<file path="config.mk">
export PLATFORM = sky130hd
export DESIGN_NAME = xfs_inode_slot_parser
export DESIGN_NICKNAME = d
export VERILOG_FILES = /design/src/rtl/core/xisp_pkg.sv /design/src/rtl/core/xisp_size_reg.sv /design/src/rtl/core/xfs_inode_slot_parser.sv
export VERILOG_INCLUDE_DIRS = /design/src /design/src/rtl/core
export SDC_FILE = /design/constraint.sdc
export NUM_CORES = 2
export LEC_CHECK = 0
export ABC_CLOCK_PERIOD_IN_PS = 56400
export BUFFER_PORTS_ARGS = -buffer_cell sky130_fd_sc_hd__buf_4
export CAP_MARGIN = 10
export CORE_AREA = 2 2 322 324
export CTS_CLUSTER_DIAMETER = 80
export CTS_CLUSTER_SIZE = 25
export DETAILED_ROUTE_END_ITERATION = 16
export DIE_AREA = 0 0 324 326
export PLACE_DENSITY_LB_ADDON = 0.08
export SYNTH_ARGS = -nofsm -noshare
export SYNTH_HDL_FRONTEND = slang
export SYNTH_HIERARCHICAL = 1
export SYNTH_SLANG_ARGS = --single-unit
</file>
<file path="constraint.sdc">
create_clock -name aclk -period 56.4 [get_ports aclk]
set_input_delay 2.82 -clock aclk [delete_from_list [all_inputs] [get_ports aclk]]
set_output_delay 2.82 -clock aclk [all_outputs]
set_load 0.05 [all_outputs]
</file>
<file path="src/rtl/core/assert_macros.svh">
// Assertion macros shared by the inode slot parser RTL.
// No dependencies; included by xfs_inode_slot_parser, which carries the assertions.
`ifndef ASSERT_MACROS_SVH
`define ASSERT_MACROS_SVH

// Concurrent assertion on an explicit clock and active-low reset.
`define ASSERT_CLKD(label, clk, rstn, prop, msg) \
    label: assert property (@(posedge clk) disable iff (!(rstn)) prop) else $error(msg);

// Same, on the block's own aclk / aresetn.
`define ASSERT_STD(label, prop, msg) `ASSERT_CLKD(label, aclk, aresetn, prop, msg)

`endif

</file>
<file path="src/rtl/core/xisp_pkg.sv">
// Shared constants for the inode slot parser: on-disk layout offsets,
// magic values, field widths and stream packing. No dependencies.
package xisp_pkg;

    // Build-time defaults for the top-level parameters
    localparam int DEF_MAX_SLOT_BYTES = 2048;
    localparam int DEF_MAX_EXTENTS    = 128;

    // Inode size register
    localparam int CFG_W            = 12;
    localparam int MIN_SLOT_BYTES   = 256;
    localparam int RESET_SLOT_BYTES = 512;

    // Inode core layout
    localparam logic [15:0] INODE_MAGIC    = 16'h494E;
    localparam logic [15:0] MODE_TYPE_MASK = 16'hF000;
    localparam logic [7:0]  VERSION_V3     = 8'd3;
    localparam logic [7:0]  FMT_EXTENTS    = 8'd2;
    localparam int          FORK_OFF_V2    = 96;
    localparam int          FORK_OFF_V3    = 176;
    localparam int          EXT_REC_BYTES  = 16;

    // Record kinds carried on tuser
    localparam logic KIND_HEADER = 1'b0;
    localparam logic KIND_EXTENT = 1'b1;

    // Stream widths
    localparam int IN_TDATA_W  = 72;
    localparam int OUT_TDATA_W = 328;
    localparam int OUT_PAD_W   = 6;

endpackage

</file>
<file path="src/rtl/core/xisp_size_reg.sv">
// Inode size register: checks each write and keeps the size and its log2.
// Depends on xisp_pkg.
module xisp_size_reg import xisp_pkg::*; #(
    parameter int MAX_SLOT_BYTES = DEF_MAX_SLOT_BYTES,
    parameter int SIZE_W         = $clog2(MAX_SLOT_BYTES) + 1,
    parameter int SHIFT_W        = $clog2(SIZE_W)
) (
    input  logic               aclk,
    input  logic               aresetn,
    input  logic               cfg_wr_en,
    input  logic [CFG_W-1:0]   cfg_wr_data,
    output logic [SIZE_W-1:0]  slot_bytes,
    output logic [SHIFT_W-1:0] size_shift
);

    logic [SIZE_W-1:0]  size_reg;
    logic [SHIFT_W-1:0] shift_reg;
    logic               wr_ok;
    logic [SHIFT_W-1:0] shift_calc;

    // Only powers of two in the supported range are taken
    always_comb begin
        wr_ok = (cfg_wr_data >= CFG_W'(MIN_SLOT_BYTES))
             && (cfg_wr_data <= CFG_W'(MAX_SLOT_BYTES))
             && ((cfg_wr_data & (cfg_wr_data - CFG_W'(1))) == '0);
        shift_calc = '0;
        for (int i = 0; i < SIZE_W; i++) begin
            if (cfg_wr_data[i]) begin
                shift_calc = SHIFT_W'(i);
            end
        end
    end

    always_ff @(posedge aclk) begin
        if (!aresetn) begin
            size_reg  <= SIZE_W'(RESET_SLOT_BYTES);
            shift_reg <= SHIFT_W'($clog2(RESET_SLOT_BYTES));
        end else if (cfg_wr_en && wr_ok) begin
            size_reg  <= cfg_wr_data[SIZE_W-1:0];
            shift_reg <= shift_calc;
        end
    end

    assign slot_bytes = size_reg;
    assign size_shift = shift_reg;

endmodule

</file>
<file path="src/rtl/core/xfs_inode_slot_parser.sv">
// Inode slot parser top level: byte-wise field capture, record build and
// the result register. Depends on xisp_pkg, xisp_size_reg, assert_macros.svh.
//
// Usage:
//   s_* channel takes one raw slot byte per request, tdata = {offset, byte}.
//   The slot offset is sampled on the first byte of each slot; a byte counter
//   walks the slot and wraps at the configured inode size.
//   m_* channel delivers header records (tuser = 0) on the byte just before
//   the data fork, and one extent record (tuser = 1) on the last byte of each
//   16-byte extent that fits in the slot; tlast marks the slot's last record.
//   Slots with a bad magic or a zero file type give no records.
//   A result is on m_* in the cycle after the byte that caused it.
//   Throughput: one byte per cycle unless stalled; field decode and record
//   build sit between the state registers and a single result register.
//   Stall: while a result waits on a low m_tready, s_tready is low; it rises
//   in the cycle the result is taken, so a ready sink sees no bubbles.
//   cfg_wr_en / cfg_wr_data write the inode size (256..MAX_SLOT_BYTES, power
//   of two); other values are dropped. Write only while the stream is idle.
//   Reset: counter and captured fields clear, inode size returns to 512,
//   no result pending.
`include "assert_macros.svh"

module xfs_inode_slot_parser import xisp_pkg::*; #(
    parameter int MAX_SLOT_BYTES = DEF_MAX_SLOT_BYTES,
    parameter int MAX_EXTENTS    = DEF_MAX_EXTENTS
) (
    input  logic                   aclk,
    input  logic                   aresetn,
    // config: inode size
    input  logic                   cfg_wr_en,
    input  logic [CFG_W-1:0]       cfg_wr_data,
    // input stream
    input  logic                   s_tvalid,
    output logic                   s_tready,
    // [7:0] data_byte, [71:8] slot_disk_offset
    input  logic [IN_TDATA_W-1:0]  s_tdata,
    // result stream
    output logic                   m_tvalid,
    input  logic                   m_tready,
    // [63:0] inode_number, [79:64] file_mode, [111:80] owner_uid,
    // [143:112] owner_gid, [207:144] size_bytes, [215:208] fork_format,
    // [247:216] extent_total, [299:248] ext_start_block,
    // [320:300] ext_block_count, [321] ext_unwritten, [327:322] zero
    output logic [OUT_TDATA_W-1:0] m_tdata,
    // [0] record_kind
    output logic                   m_tuser,
    // last_of_slot
    output logic                   m_tlast
);

    localparam int POS_W   = $clog2(MAX_SLOT_BYTES);
    localparam int SIZE_W  = POS_W + 1;
    localparam int SHIFT_W = $clog2(SIZE_W);
    localparam int ORD_W   = POS_W - 4;
    localparam int EXT_W   = $clog2(MAX_EXTENTS + 1);
    localparam int LIM_W   = (EXT_W > ORD_W + 1) ? EXT_W : ORD_W + 1;

    // Size register
    logic [SIZE_W-1:0]  slot_bytes;
    logic [SHIFT_W-1:0] size_shift;

    xisp_size_reg #(
        .MAX_SLOT_BYTES (MAX_SLOT_BYTES),
        .SIZE_W         (SIZE_W),
        .SHIFT_W        (SHIFT_W)
    ) u_size_reg (
        .aclk        (aclk),
        .aresetn     (aresetn),
        .cfg_wr_en   (cfg_wr_en),
        .cfg_wr_data (cfg_wr_data),
        .slot_bytes  (slot_bytes),
        .size_shift  (size_shift)
    );

    // Slot state
    logic [POS_W-1:0] pos_reg,     pos_next;
    logic [63:0]      base_reg,    base_next;
    logic [15:0]      magic_reg,   magic_next;
    logic [15:0]      mode_reg,    mode_next;
    logic [7:0]       version_reg, version_next;
    logic [7:0]       format_reg,  format_next;
    logic [31:0]      uid_reg,     uid_next;
    logic [31:0]      gid_reg,     gid_next;
    logic [63:0]      fsize_reg,   fsize_next;
    logic [31:0]      total_reg,   total_next;
    logic [63:0]      embed_reg,   embed_next;
    logic [127:0]     shift_reg,   shift_next;

    // Result register
    logic                   m_tvalid_reg;
    logic                   m_tuser_reg;
    logic                   m_tlast_reg;
    logic [OUT_TDATA_W-1:0] m_tdata_reg;

    logic                   in_fire;
    logic [7:0]             byte_in;
    logic [63:0]            off_in;
    logic [POS_W-1:0]       fork_start;
    logic [POS_W-1:0]       rel;
    logic [ORD_W-1:0]       ord;
    logic [SIZE_W-1:0]      room;
    logic [SIZE_W-1:0]      pos_inc;
    logic [LIM_W-1:0]       limit;
    logic                   accepted;
    logic                   in_fork;
    logic                   hdr_hit;
    logic                   ext_hit;
    logic                   res_last;
    logic [63:0]            ino_num;
    logic [51:0]            ext_start;
    logic [20:0]            ext_count;
    logic                   ext_unw;
    logic [OUT_TDATA_W-1:0] res_data;

    assign in_fire  = s_tvalid && s_tready;
    assign s_tready = !m_tvalid_reg || m_tready;
    assign byte_in  = s_tdata[7:0];
    assign off_in   = s_tdata[71:8];

    // Field capture at fixed slot offsets, big-endian
    always_comb begin
        base_next    = base_reg;
        magic_next   = magic_reg;
        mode_next    = mode_reg;
        version_next = version_reg;
        format_next  = format_reg;
        uid_next     = uid_reg;
        gid_next     = gid_reg;
        fsize_next   = fsize_reg;
        total_next   = total_reg;
        embed_next   = embed_reg;

        if (pos_reg == '0) begin
            base_next = off_in;
        end

        if (pos_reg < POS_W'(2)) begin
            magic_next = {magic_reg[7:0], byte_in};
        end else if (pos_reg < POS_W'(4)) begin
            mode_next = {mode_reg[7:0], byte_in};
        end else if (pos_reg == POS_W'(4)) begin
            version_next = byte_in;
        end else if (pos_reg == POS_W'(5)) begin
            format_next = byte_in;
        end else if (pos_reg >= POS_W'(8) && pos_reg < POS_W'(12)) begin
            uid_next = {uid_reg[23:0], byte_in};
        end else if (pos_reg >= POS_W'(12) && pos_reg < POS_W'(16)) begin
            gid_next = {gid_reg[23:0], byte_in};
        end else if (pos_reg >= POS_W'(56) && pos_reg < POS_W'(64)) begin
            fsize_next = {fsize_reg[55:0], byte_in};
        end else if (pos_reg >= POS_W'(76) && pos_reg < POS_W'(80)) begin
            total_next = {total_reg[23:0], byte_in};
        end else if (pos_reg >= POS_W'(152) && pos_reg < POS_W'(160)) begin
            embed_next = {embed_reg[55:0], byte_in};
        end
    end

    // Data fork position, extent shift and limit, record decisions, byte counter
    always_comb begin
        fork_start = (version_next >= VERSION_V3) ? POS_W'(FORK_OFF_V3) : POS_W'(FORK_OFF_V2);
        in_fork  = (pos_reg >= fork_start);
        rel      = pos_reg - fork_start;
        ord      = rel[POS_W-1:4];
        accepted = (magic_next == INODE_MAGIC) && ((mode_next & MODE_TYPE_MASK) != '0);

        shift_next = shift_reg;
        if (in_fork) begin
            shift_next = {shift_reg[119:0], byte_in};
        end

        room  = (slot_bytes - {1'b0, fork_start}) >> $clog2(EXT_REC_BYTES);
        limit = '0;
        if (format_next == FMT_EXTENTS && total_next != '0 && total_next[31:16] == '0) begin
            if (total_next > 32'(MAX_EXTENTS)) begin
                limit = LIM_W'(MAX_EXTENTS);
            end else begin
                limit = total_next[LIM_W-1:0];
            end
            if (slot_bytes > {1'b0, fork_start}) begin
                if (limit > LIM_W'(room)) begin
                    limit = LIM_W'(room);
                end
            end else begin
                limit = '0;
            end
        end

        hdr_hit = (pos_reg == fork_start - POS_W'(1)) && accepted;
        ext_hit = in_fork && (rel[3:0] == 4'hF) && (LIM_W'(ord) < limit) && accepted;

        if (hdr_hit) begin
            res_last = (limit == '0);
        end else begin
            res_last = ((LIM_W'(ord) + LIM_W'(1)) == limit);
        end

        pos_inc = {1'b0, pos_reg} + SIZE_W'(1);
        if (pos_inc >= slot_bytes) begin
            pos_next = '0;
        end else begin
            pos_next = pos_inc[POS_W-1:0];
        end
    end

    // Record payload
    always_comb begin
        if (version_next >= VERSION_V3 && embed_next != '0) begin
            ino_num = embed_next;
        end else begin
            ino_num = base_next >> size_shift;
        end
        if (hdr_hit) begin
            ext_start = '0;
            ext_count = '0;
            ext_unw   = 1'b0;
        end else begin
            ext_start = {shift_next[72:64], shift_next[63:21]};
            ext_count = shift_next[20:0];
            ext_unw   = shift_next[127];
        end
        res_data = {{OUT_PAD_W{1'b0}}, ext_unw, ext_count, ext_start, total_next,
                    format_next, fsize_next, gid_next, uid_next, mode_next, ino_num};
    end

    // State registers
    always_ff @(posedge aclk) begin
        if (!aresetn) begin
            pos_reg     <= '0;
            base_reg    <= '0;
            magic_reg   <= '0;
            mode_reg    <= '0;
            version_reg <= '0;
            format_reg  <= '0;
            uid_reg     <= '0;
            gid_reg     <= '0;
            fsize_reg   <= '0;
            total_reg   <= '0;
            embed_reg   <= '0;
            shift_reg   <= '0;
        end else if (in_fire) begin
            pos_reg     <= pos_next;
            base_reg    <= base_next;
            magic_reg   <= magic_next;
            mode_reg    <= mode_next;
            version_reg <= version_next;
            format_reg  <= format_next;
            uid_reg     <= uid_next;
            gid_reg     <= gid_next;
            fsize_reg   <= fsize_next;
            total_reg   <= total_next;
            embed_reg   <= embed_next;
            shift_reg   <= shift_next;
        end
    end

    // Result register: load on a record, drop once taken
    always_ff @(posedge aclk) begin
        if (!aresetn) begin
            m_tvalid_reg <= 1'b0;
        end else if (in_fire && (hdr_hit || ext_hit)) begin
            m_tvalid_reg <= 1'b1;
        end else if (m_tready) begin
            m_tvalid_reg <= 1'b0;
        end
    end

    always_ff @(posedge aclk) begin
        if (in_fire && (hdr_hit || ext_hit)) begin
            m_tdata_reg <= res_data;
            m_tuser_reg <= hdr_hit ? KIND_HEADER : KIND_EXTENT;
            m_tlast_reg <= res_last;
        end
    end

    assign m_tvalid = m_tvalid_reg;
    assign m_tdata  = m_tdata_reg;
    assign m_tuser  = m_tuser_reg;
    assign m_tlast  = m_tlast_reg;

    // Checks
    `ASSERT_STD(a_base_sampled, (in_fire && pos_reg == '0) |=> (base_reg == $past(off_in)), "slot offset not sampled on first byte")
    `ASSERT_STD(a_hdr_at_fork, (in_fire && hdr_hit) |=> (pos_reg == POS_W'(FORK_OFF_V2) || pos_reg == POS_W'(FORK_OFF_V3)), "header record off the fork boundary")
    `ASSERT_STD(a_ext_aligned, (in_fire && ext_hit) |=> (pos_reg[3:0] == 4'h0), "extent record not on a 16-byte boundary")

endmodule

</file>
# Word level (Yosys, flattened, before mapping)
# Index checks and enable logic that the tools add are counted.
[classes]
add_sub_neg = 6
n_eq_ne = 7
bitwise = 1
n_lt_le_gt_ge = 21
reduce_logical = 30
shift = 1
muxes = 70
[ops]
columns = ["cell", "n"]
rows = [
  ["$mux W64", 18],
  ["$mux W32", 19],
  ["$mux W128", 1],
  ["$mux W8", 13],
  ["$reduce_bool A64 Y1", 1],
  ["$shr A64 B4 Y64", 1],
  ["$mux W16", 3],
  ["$gt A32 B8 Y1 const B", 1],
  ["$reduce_bool A32 Y1", 1],
  ["$eq A11 B3 Y1 const B", 2],
  ["$ge A11 B4 Y1 const B", 2],
  ["$lt A11 B7 Y1 const B", 2],
  ["$logic_and A1 B1 Y1", 18],
  ["$eq A16 B15 Y1 const B", 1],
  ["$logic_not A16 Y1", 1],
  ["$mux W4", 4],
  ["$reduce_bool A16 Y1", 1],
  ["$add A11 B1 Y12 const B", 1],
  ["$and A12 B12 Y12", 1],
  ["$ge A12 B12 Y1", 1],
  ["$ge A12 B9 Y1 const B", 1],
  ["$gt A12 B8 Y1", 1],
  ["$le A12 B12 Y1 const B", 1],
  ["$logic_not A12 Y1", 1],
  ["31 further kinds", 40],
]
[totals]
in_bits = 89
wordCells = 156
ff_bits = 816
out_inout_bits = 332

# Longest topological paths before layout
[depth]
ltp_word = 24
depth_mapped = 30
ltp_nobuf = 29

# Modules after synthesis
# The synthesis kept the hierarchy.
[by_module_without_submodules]
columns = ["module", "area_each_um2", "cells_per_inst", "instances"]
rows = [
  ["xfs_inode_slot_parser", 34860.9, 3551, 1],
  ["xisp_size_reg", 728.2, 73, 1],
]

# Worst setup path after synthesis
# No wires, ideal clock.
[synth_path]
path_type = "input-to-reg"
start = "input s_tdata[7]"
end = "register m_tdata_reg[0] (netlist: m_tdata[0]), enable pin"
setup_slack_ns = 33.994
arrival_time_ns = 21.391
setup_time_ns = 1.016
n_path_buf = 1
stages = 27
t_required_ns = 55.384
cell_sequence = "clkbuf_1 nor3_1 nand3_1 mux2i_1 inv_1 ha_1 and3b_1 o21ai_0 nor4b_1 nor2_1 ha_1 a211oi_1 nor2_1 o31a_1 nand2_1 mux2_2 nand2_1 ha_1 nor2b_1 o21a_1 o21a_1 o21a_1 o21a_1 o21a_1 o21ai_0 a21oi_1 nor2_1"
[synth_between]
elab_chain_cells = 20
elab_cells_between_ends = 44
[synth_rtl]
columns = ["element", "line", "source"]
rows = [
  ["start, declared", "xfs_inode_slot_parser.sv:36", "input logic [IN_TDATA_W-1:0] s_tdata,"],
  ["$mux W32", "xfs_inode_slot_parser.sv:151", "end else if (pos_reg >= POS_W'(76) && pos_reg < POS_W'(80)) begin"],
  ["$mux W32", "xfs_inode_slot_parser.sv:149", "end else if (pos_reg >= POS_W'(56) && pos_reg < POS_W'(64)) begin"],
  ["$mux W32", "xfs_inode_slot_parser.sv:147", "end else if (pos_reg >= POS_W'(12) && pos_reg < POS_W'(16)) begin"],
  ["$mux W32", "xfs_inode_slot_parser.sv:145", "end else if (pos_reg >= POS_W'(8) && pos_reg < POS_W'(12)) begin"],
  ["$mux W32", "xfs_inode_slot_parser.sv:143", "end else if (pos_reg == POS_W'(5)) begin"],
  ["$mux W32", "xfs_inode_slot_parser.sv:141", "end else if (pos_reg == POS_W'(4)) begin"],
  ["$mux W32", "xfs_inode_slot_parser.sv:139", "end else if (pos_reg < POS_W'(4)) begin"],
  ["$mux W32", "xfs_inode_slot_parser.sv:137", "if (pos_reg < POS_W'(2)) begin"],
  ["[3 not listed]", "--", ""],
  ["$gt A8 B8 Y1", "xfs_inode_slot_parser.sv:180", "if (limit > LIM_W'(room)) begin"],
  ["$mux W8", "xfs_inode_slot_parser.sv:180", ""],
  ["$mux W8", "xfs_inode_slot_parser.sv:179", "if (slot_bytes > {1'b0, fork_start}) begin"],
  ["$mux W8", "xfs_inode_slot_parser.sv:173", "if (format_next == FMT_EXTENTS && total_next != '0 && total_next[31:16] == '0) begin"],
  ["$lt A7 B8 Y1", "xfs_inode_slot_parser.sv:189", "ext_hit = in_fork && (rel[3:0] == 4'hF) && (LIM_W'(ord) < limit) && accepted;"],
  ["$logic_and A1 B1 Y1 (2 in a row)", "xfs_inode_slot_parser.sv:189", ""],
  ["$logic_or A1 B1 Y1 *", "xfs_inode_slot_parser.sv:268", "if (in_fire && (hdr_hit || ext_hit)) begin"],
  ["$logic_and A1 B1 Y1 *", "xfs_inode_slot_parser.sv:268", ""],
  ["end signal, assigned", "xfs_inode_slot_parser.sv:269", "m_tdata_reg <= res_data;"],
  ["end, declared", "xfs_inode_slot_parser.sv:93", "logic [OUT_TDATA_W-1:0] m_tdata_reg;"],
]
# Mark *: on every way between the ends. The rest lies on a longest branch, timed or not. The select of a mux whose other input is x is not followed.
# A chain may end at the register's enable or synchronous reset.

# Final worst setup path
[layout_path]
start = "input s_tdata[3]"
end = "register m_tdata_reg[286] (netlist: m_tdata[286]), enable pin"
# The elaborated chain is that of the path after synthesis.

==> metrics.md <==
| Metric | Value |
|---|---|
| Seq cells post-synth | 768 |
| Initial antenna violation count | 3 |
| Die width | 324 um |
| Clk sink count | 768 |
| Mapped Area | 35,590 um2 |
| Share of cells above drive strength 1 | 0.1977 |
| Vias | 26,520 |
| Largest net degree at the start of global routing | 136 |
| Most common cell after layout, fill and taps aside | nand2_1 |
| Routability cong. | 0.8992 |
| # nets final | 3,996 |
| CTS resizes | 0 |
| NetSw | 303.7 uW |
| FF-to-FF End | m_tdata[286] |
| Final setup violation count | 0 |
| Detailed Place HPWL | 78.88 mm |
| IO Pins | 421 |
| Area Growth Syn to Fin | 16.40% |
| Final Cell Area | 41,420 um2 |
| Largest fanout on the critical path | 63 |
| Reg clk slew, reported paths | 0.11 ns |
| Max-slew headroom | 0.2374 |
| CTS tree | done |
| Syn Area/Cell | 9.820 um2 |
| Max-slew violation count | 0 |
| Crit-path most repeated cell | o21a_1 |
| Max_cap viols | 0 |
| Initial Util | 0.3468 |
| CTS max path bufs | 3 |
| DRC viols | 0 |
| Final WS setup | 44.38 ns |
| Status | complete, no violations |
| Synth Flop Type | dfxtp_1 |
| Wire per inst | 21.76 um |
| Required time worst endpoint | 56.67 ns |
| Post-CTS Setup Bufs | 0 |
| Routed WL | 115.0 mm |
| Vias in the first global route | 25,720 |
| Core area | 102,600 um2 |
| Drt first pass iters | 5 |
| Max rail drop VDD | 20.74 uV |
| Worst setup path startpoint | s_tdata[3] |
| Worst Path Class, Setup | in -> reg |
| Number of routed nets with antenna violations | 0 |
| Die Area | 105,600 um2 |
| Post-synth EDFFs | 324 |
| Leakage | 17.13 nW |
| Placed Area | 39,750 um2 |
| TritonCTS Buffers | 46 |
| Cell Count Post-Placement | 5,200 |
| Reg2reg start | pos_reg[6] |
| R2r worst-path depth | 29 |
| Unrepaired setup endpoints after global routing | false |
| Total Neg Setup Slack | 0 ns |
| CTS hold repair buffers | 0 |
| Sw frac | 0.2707 |
| Distinct cell type count after synthesis | 72 |
| Worst slew pin tran | 1.142 ns |
| Seq pwr share | 0.535 |
| Clock power share | 0.357 |
| Later-pin clock latency in the skew report | 0.66 ns |
| Row count | 118 |
| Gate Count Post-Synth | 3,624 |
| First-pass GRT wire length | 169.1 mm |
| Most frequent cells in the layout | nand2_1, nor2_1, buf_4, dfxtp_1, mux2i_1 |
| Pint | 818.3 uW |
| Post-Place Setup Slack | 43.54 ns |
| Port-buffer cells | 414 |
| Fin util | 0.4037 |
| Syn. warnings | 6 |
| GR Overflow Total | 0 |
| Worst setup SP type | input port |
| Class of the worst hold path | reg -> reg |
| Sequential share of the synthesized area | 0.5231 |
| Crit path max-delay cell type | buf_4 |
| Final Hold Viols | 0 |
| H-tree levels | 2 |
| Area contributors post-synth | edfxtp_1, dfxtp_1, mux2i_1, mux2_2, nand2_1 |
| Non-filler cells in the finished layout | 5,288 |
| Max FFs per register | 322 |
| Area leader, netlist | edfxtp_1 |
| Max Fclk | 83.21 MHz |
| PD cells | 27.09 nW/um2 |
| Via/cell ratio | 5.016 |
| Combinational Power Share | 0.107 |
| Clock Tree Root | clkbuf_16 |
| Final period util | 0.2131 |
| Tmin final | 12.02 ns |
| Worst Setup End Kind | register |
| CP endpoint | m_tdata[286] |
| Critical Path AT | 12.29 ns |
| Asr flop ratio synth | 0 |
| Layout Skew | 0.02868 ns |
| Max incr delay on CP | 0.80 ns |
| R2r setup slk | 46.09 ns |
| Global Route Usage Sum | 0.2108 |
| Die Ht | 326 um |
| Post-synth top area share | 0.2734 |
| Initial drt markers | 1,730 |
worst min-delay path by stage:
stage,start,endpoint,slack [ns],cells past startpoint
after detailed placement,base_reg[10],base_reg[10],0.44,2
after floorplan,u_size_reg/size_shift[3],u_size_reg/size_shift[3],0.41,1
after global routing,base_reg[30],base_reg[30],0.47,2
after CTS,base_reg[19],base_reg[19],0.46,2
after global placement,base_reg[52],base_reg[52],0.44,2
final,shift_reg[87],shift_reg[95],0.45,2
routing by layer:
layer | part of all wire | track usage | vias to the layer above
met4 | 0.020 | 0.05274 | 2
met1 | 0.44 | 0.2776 | 12760
met3 | 0.053 | 0.03761 | 106
li1 | - | - | 13130
met2 | 0.49 | 0.3562 | 523
met5 | 0.000087 | 0 | -
cell type report:
class,count,area [um2]
Sequential cell,768,18630
Clock buffer,57,1297
Timing Repair Buffer,451,3386
Fill cell,10220,61190
Antenna cell,3,7.507
Multi-Input combinational cell,2552,15820
Tap cell,1380,1727
Clock inverter,28,370.4
Inverter,49,191.4
synthesized netlist by cell type (39+ instances only):
library cell,instances
nor3_1,179
nor2_1,507
edfxtp_1,324
a21oi_1,273
nand2_1,589
o21ai_0,45
a211oi_1,59
mux2_2,200
clkbuf_1,198
inv_1,48
ha_1,39
dfxtp_1,444
mux2i_1,398
per-stage QoR:
| step | hold slack, ns | power [mW] |
|---|---|---|
| 3_3_place_gp | 0.4371 | 0.7354 |
| 6_report | 0.4514 | 1.122 |
| 2_1_floorplan | 0.4089 | 0.6920 |
| 5_1_grt | 0.4718 | 1.171 |
| 3_5_place_dp | 0.4441 | 0.7352 |
| 4_1_cts | 0.4559 | 1.141 |
power groups by stage:
stage          combinational (mW)  clock, mW  sequential [mW]
2_1_floorplan              0.0819          0            0.610
3_5_place_dp                0.122          0            0.614
3_3_place_gp                0.122          0            0.613
4_1_cts                     0.122      0.418            0.601
6_report                    0.121      0.401            0.601
5_1_grt                     0.133      0.435            0.603
cells by family (layout without fill, tap and decap cells):
kind of cell	after synthesis	count (layout)	synth area share
adders and majority gates	39	39	0.01371
other	1	9	0.0001054
DFF	768	768	0.5231
and+or+nand+nor	1433	1433	0.1710
muxes	601	601	0.1771
AOI/OAI and AO/OA	447	447	0.07327
buffers and inverters	309	585	0.03523
xor gates and xnor gates	26	26	0.006399
worst max-delay path, delay by kind of cell:
family | cells | cell delay, ns
AO/OA/AOI/OAI | 10 | 2.01
multiplexers | 2 | 0.90
buffers and inverters | 5 | 2.81
AND/OR/NAND/NOR | 10 | 2.60
adder cells (fa/ha/maj) | 3 | 0.95
Power figures use the tool's default switching activity.
